### config.mk
export PLATFORM = sky130hd
export DESIGN_NAME = twm_ram
export DESIGN_NICKNAME = d
export VERILOG_FILES = /design/src/rtl/core/twm_ram.sv
export SDC_FILE = /design/constraint.sdc
export NUM_CORES = 1
export LEC_CHECK = 0
export ABC_AREA = 1
export BUFFER_PORTS_ARGS = -buffer_cell sky130_fd_sc_hd__buf_2
export CORE_AREA = 10 10 193 213
export DETAILED_ROUTE_END_ITERATION = 10
export DIE_AREA = 0 0 203 223
export HOLD_SLACK_MARGIN = 0.12
export REMOVE_ABC_BUFFERS = 1
export SETUP_SLACK_MARGIN = 0.02
export SLEW_MARGIN = 0
export SYNTH_ARGS = -nofsm -noshare
export SYNTH_HDL_FRONTEND = slang
export SYNTH_SLANG_ARGS = --single-unit
### constraint.sdc
create_clock -name clk -period 1.5 [get_ports clk]
set_clock_uncertainty 0.15 [all_clocks]
set_input_delay 0.075 -clock clk [delete_from_list [all_inputs] [get_ports clk]]
set_output_delay 0.075 -clock clk [all_outputs]
set_load 0.1 [all_outputs]
### src/rtl/core/twm_ram.sv
// ----------------------------------------------------------------------------
// twm_ram
// Simple dual-port RAM: one write port, one read port with registered data.
// ----------------------------------------------------------------------------
module twm_ram #(
  parameter int WIDTH = 8,
  parameter int DEPTH = 32
) (
  input  logic                     clk,
  input  logic                     wr_en,
  input  logic [$clog2(DEPTH)-1:0] wr_addr,
  input  logic [WIDTH-1:0]         wr_data,
  input  logic                     rd_en,
  input  logic [$clog2(DEPTH)-1:0] rd_addr,
  output logic [WIDTH-1:0]         rd_data
);

  logic [WIDTH-1:0] mem [DEPTH];

  always_ff @(posedge clk) begin
    if (wr_en) begin
      mem[wr_addr] <= wr_data;
    end
    if (rd_en) begin
      rd_data <= mem[rd_addr];
    end
  end

endmodule

==> summary.md <==
| Metric | Value |
|---|---|
| TritonRoute pass-1 iters | `5` |
| RSZ-0062 raised after global routing | `yes` |
| Synth Flop Type | `edfxtp_1` |
| Drt drc | `0` |
| Synth area leaders | `edfxtp_1 (73%), nand2_1 (12%), nand3_1 (9.4%)` |
| CTS tree | `yes` |
| GP Congestion | `0.797` |
| Max incr delay on CP | `0.38 ns` |
| Final ANT Viol Nets | `0` |
| R2r endpoint | `rd_data[7]` |
| Mapped Cells | `922` |
| Slew Limit Fails | `0` |
| Hold path startpoint | `wr_addr[0]` |
| Largest buffer count on any clock path | `3` |
| Largest net degree at the start of global routing | `60` |
| Total wire length | `26.3 mm` |
| Actual slew at the worst max-slew pin | `0.370 ns` |
| Area leader, netlist | `edfxtp_1` |
| Max VDD drop | `0.000764 V` |
| Crit-path slowest cell | `edfxtp_1` |
| Vias/cell | `4.63` |
| Delay-heaviest family, CP | `flip-flops` |
| Post-DR wirelength/cell | `17.3 um` |
| Critical Path End | `rd_data[1]` |
| DP HPWL | `16.1 mm` |
| Relative slew slack | `75.3%` |
| Static leakage | `0.00481 uW` |
| Initial antenna violation count | `1` |
| Layout cells sized above 1 | `14.1%` |
| Crit Path Max Fanout | `1` |
| Worst reg2reg path startpoint | `mem[9][7]` |
| Cell depth of the worst setup path | `1` |
| EDFF count, synth | `264` |
| Starting Density | `29.6%` |
| WHS | `roughly 0.19 ns` |
| Nets | `1,032` |
| Setup crit end kind | `output port` |
| Antenna Cells | `0` |
| Synthesis-stage register bit count | `264` |
| Top Ports | `29` |
| Number of distinct library cells after synthesis | `11` |
| FMAX | `690 MHz` |
| Vias in the first global route | `6,836` |
| Cell Pwr Density | `around 1200 nW/um^2` |
| Most frequent cells after synthesis | `nand2_1 (360), edfxtp_1 (264), nand3_1 (204), nor2_1 (32), buf_6 (24)` |
| Worst-path clk slew | `0.06 ns` |
| Final instance area | `13,000 um^2` |
| Mapped Avg Cell Area | `11.8 um^2` |
| CTS Sinks | `264` |
| CP Data Required Time | `roughly 1.3 ns` |
| Area share of the largest cell type after synthesis | `73.0%` |
| Drt first-iter violations | `about 570` |
| CTS root buf | `clkbuf_16` |
| Area of the core | `about 37,000 um^2` |
| Buffers & Inverters on Critical Path | `1` |
| Post-CTS Setup Repair Bufs | `0` |
| Gr usage total | `11.2%` |
| Warnings, synthesis | `0` |
| Critical path arrival | `~1.2 ns` |
| First-pass GRT wire length | `40.0 mm` |
| Startpoint Class | `flip-flop` |
| Worst Hold Class | `in -> reg` |
| Grt total ovfl | `0` |
| Chip width | `just over 200 um` |
| Final Hold Fails | `0` |
| Mapped Area | `about 11,000 um^2` |
| Top-count cell post-synth | `nand2_1` |
| Critical path class | `reg -> out` |
| H-tree lvl count | `1` |
| CTS Buf Count | `27` |
| Share of synthesized registers carrying an async set or reset | `0%` |
| R2r setup slk | `0.09 ns` |
| Row count | `74` |
| Synth-to-layout area growth | `19.4%` |
| Crit path time final | `around 1.4 ns` |
| Status | `complete, no violations` |
| R2R depth | `8` |
| Clk_lat worst skew | `~0.53 ns` |
| Max-Cap Viols | `0` |
| Final period utilization | `a little over nine tenths` |
| Die ar. | `between 40,000 and 50,000 um^2` |
| Final setup fails | `0` |
| Seq/Total Area, Yosys | `73.0%` |
| Placed cell area | `around 12,000 um^2` |
| IO buf count | `28` |
| CP Cell Sequence | `buf_4` |
| Die Y | `223 um` |
| DR vias | `7,052` |
| Critical Path Source | `rd_data[1]` |
==> kinds of logic (layout without fill, tap and decap cells) <==
kind of cell	after synthesis	in the layout	share of synthesized area [%]
buffers and inverters	62	168	4.11
DFF	264	264	73.0
and+or+nand+nor	596	596	22.9
==> flip-flops by register name (all words and copies together) (netlist names) <==
signal	flops
rd_data	8
mem	256
==> how the worst min path moves through the flow <==
stage | slack (ns) | cells past startpoint | endpoint
6_report | 0.19 | 5 | mem[13][1]
3_3_place_gp | 0.30 | 1 | rd_data[2]
2_1_floorplan | 0.02 | 0 | mem[0][0]
5_1_grt | 0.21 | 5 | mem[9][1]
3_5_place_dp | 0.30 | 1 | rd_data[2]
4_1_cts | 0.17 | 5 | mem[26][4]
==> where the power goes <==
part / internal [uW] / switching [uW] / total, uW
Sequential: 8230 / 32.0 / 8260
Clock: 3450 / 2620 / 6070
Combinational: 391 / 879 / 1270
==> repair_timing <==
action	CTS	global route
resized for setup	8	13
pin swaps	0	1
hold buffers	14	0
endpoints found under the setup margin	8	36
endpoints found under the hold margin	368	0
==> worst register-to-register path: cells and delay by family, from the launching register on <==
family | cells | cell delay (ns)
AND/OR/NAND/NOR | 8 | 0.62
flip-flops | 1 | 0.37
==> placed cells by master, fill, tap and decap left out, drive strengths merged <==
master / n
nor2: 32
nand3: 204
clkinv: 14
buf: 98
edfxtp: 264
bufinv: 1
nand2: 360
inv: 9
clkbuf: 32
dlygate4sd3: 14
==> stage by stage <==
| stage | setup slack, ns | total power (uW) | TNS [ns] | cells | utilization (%) |
|---|---|---|---|---|---|
| finish | 0.0501 | 15600 | 0 | 1522 | 35.3 |
| global route | -0.00495 | 16200 | -0.0235 | 1522 | 35.3 |
| CTS | 0.0215 | 15700 | 0 | 1522 | 35.2 |
| detailed placement | -0.220 | 9630 | -1.12 | 1462 | 32.6 |
| global placement | -0.204 | 9620 | -1.06 | 1462 | 32.6 |
| floorplan | -0.352 | 8980 | -2.77 | 870 | - |
==> per-layer routing <==
metal,GRT usage [%],routed length [um],vias up,part of all wire (%)
li1,-,-,3377,-
met1,15.5,12100,3452,46
met2,17.6,12200,185,46
met3,2.09,1530,36,5.8
met4,2.84,447,2,1.7
met5,0,13,-,0.049
==> final cells by class <==
class                           instances  area (um^2)
Clock buffer                           32          694
Tap cell                              494          618
Inverter                               10         38.8
Clock inverter                         14         96.3
Multi-Input combinational cell        596         2550
Sequential cell                       264         7930
Timing Repair Buffer                  112         1060
Fill cell                            3610        23800
Note: power is estimated with default switching activity, not from simulation.
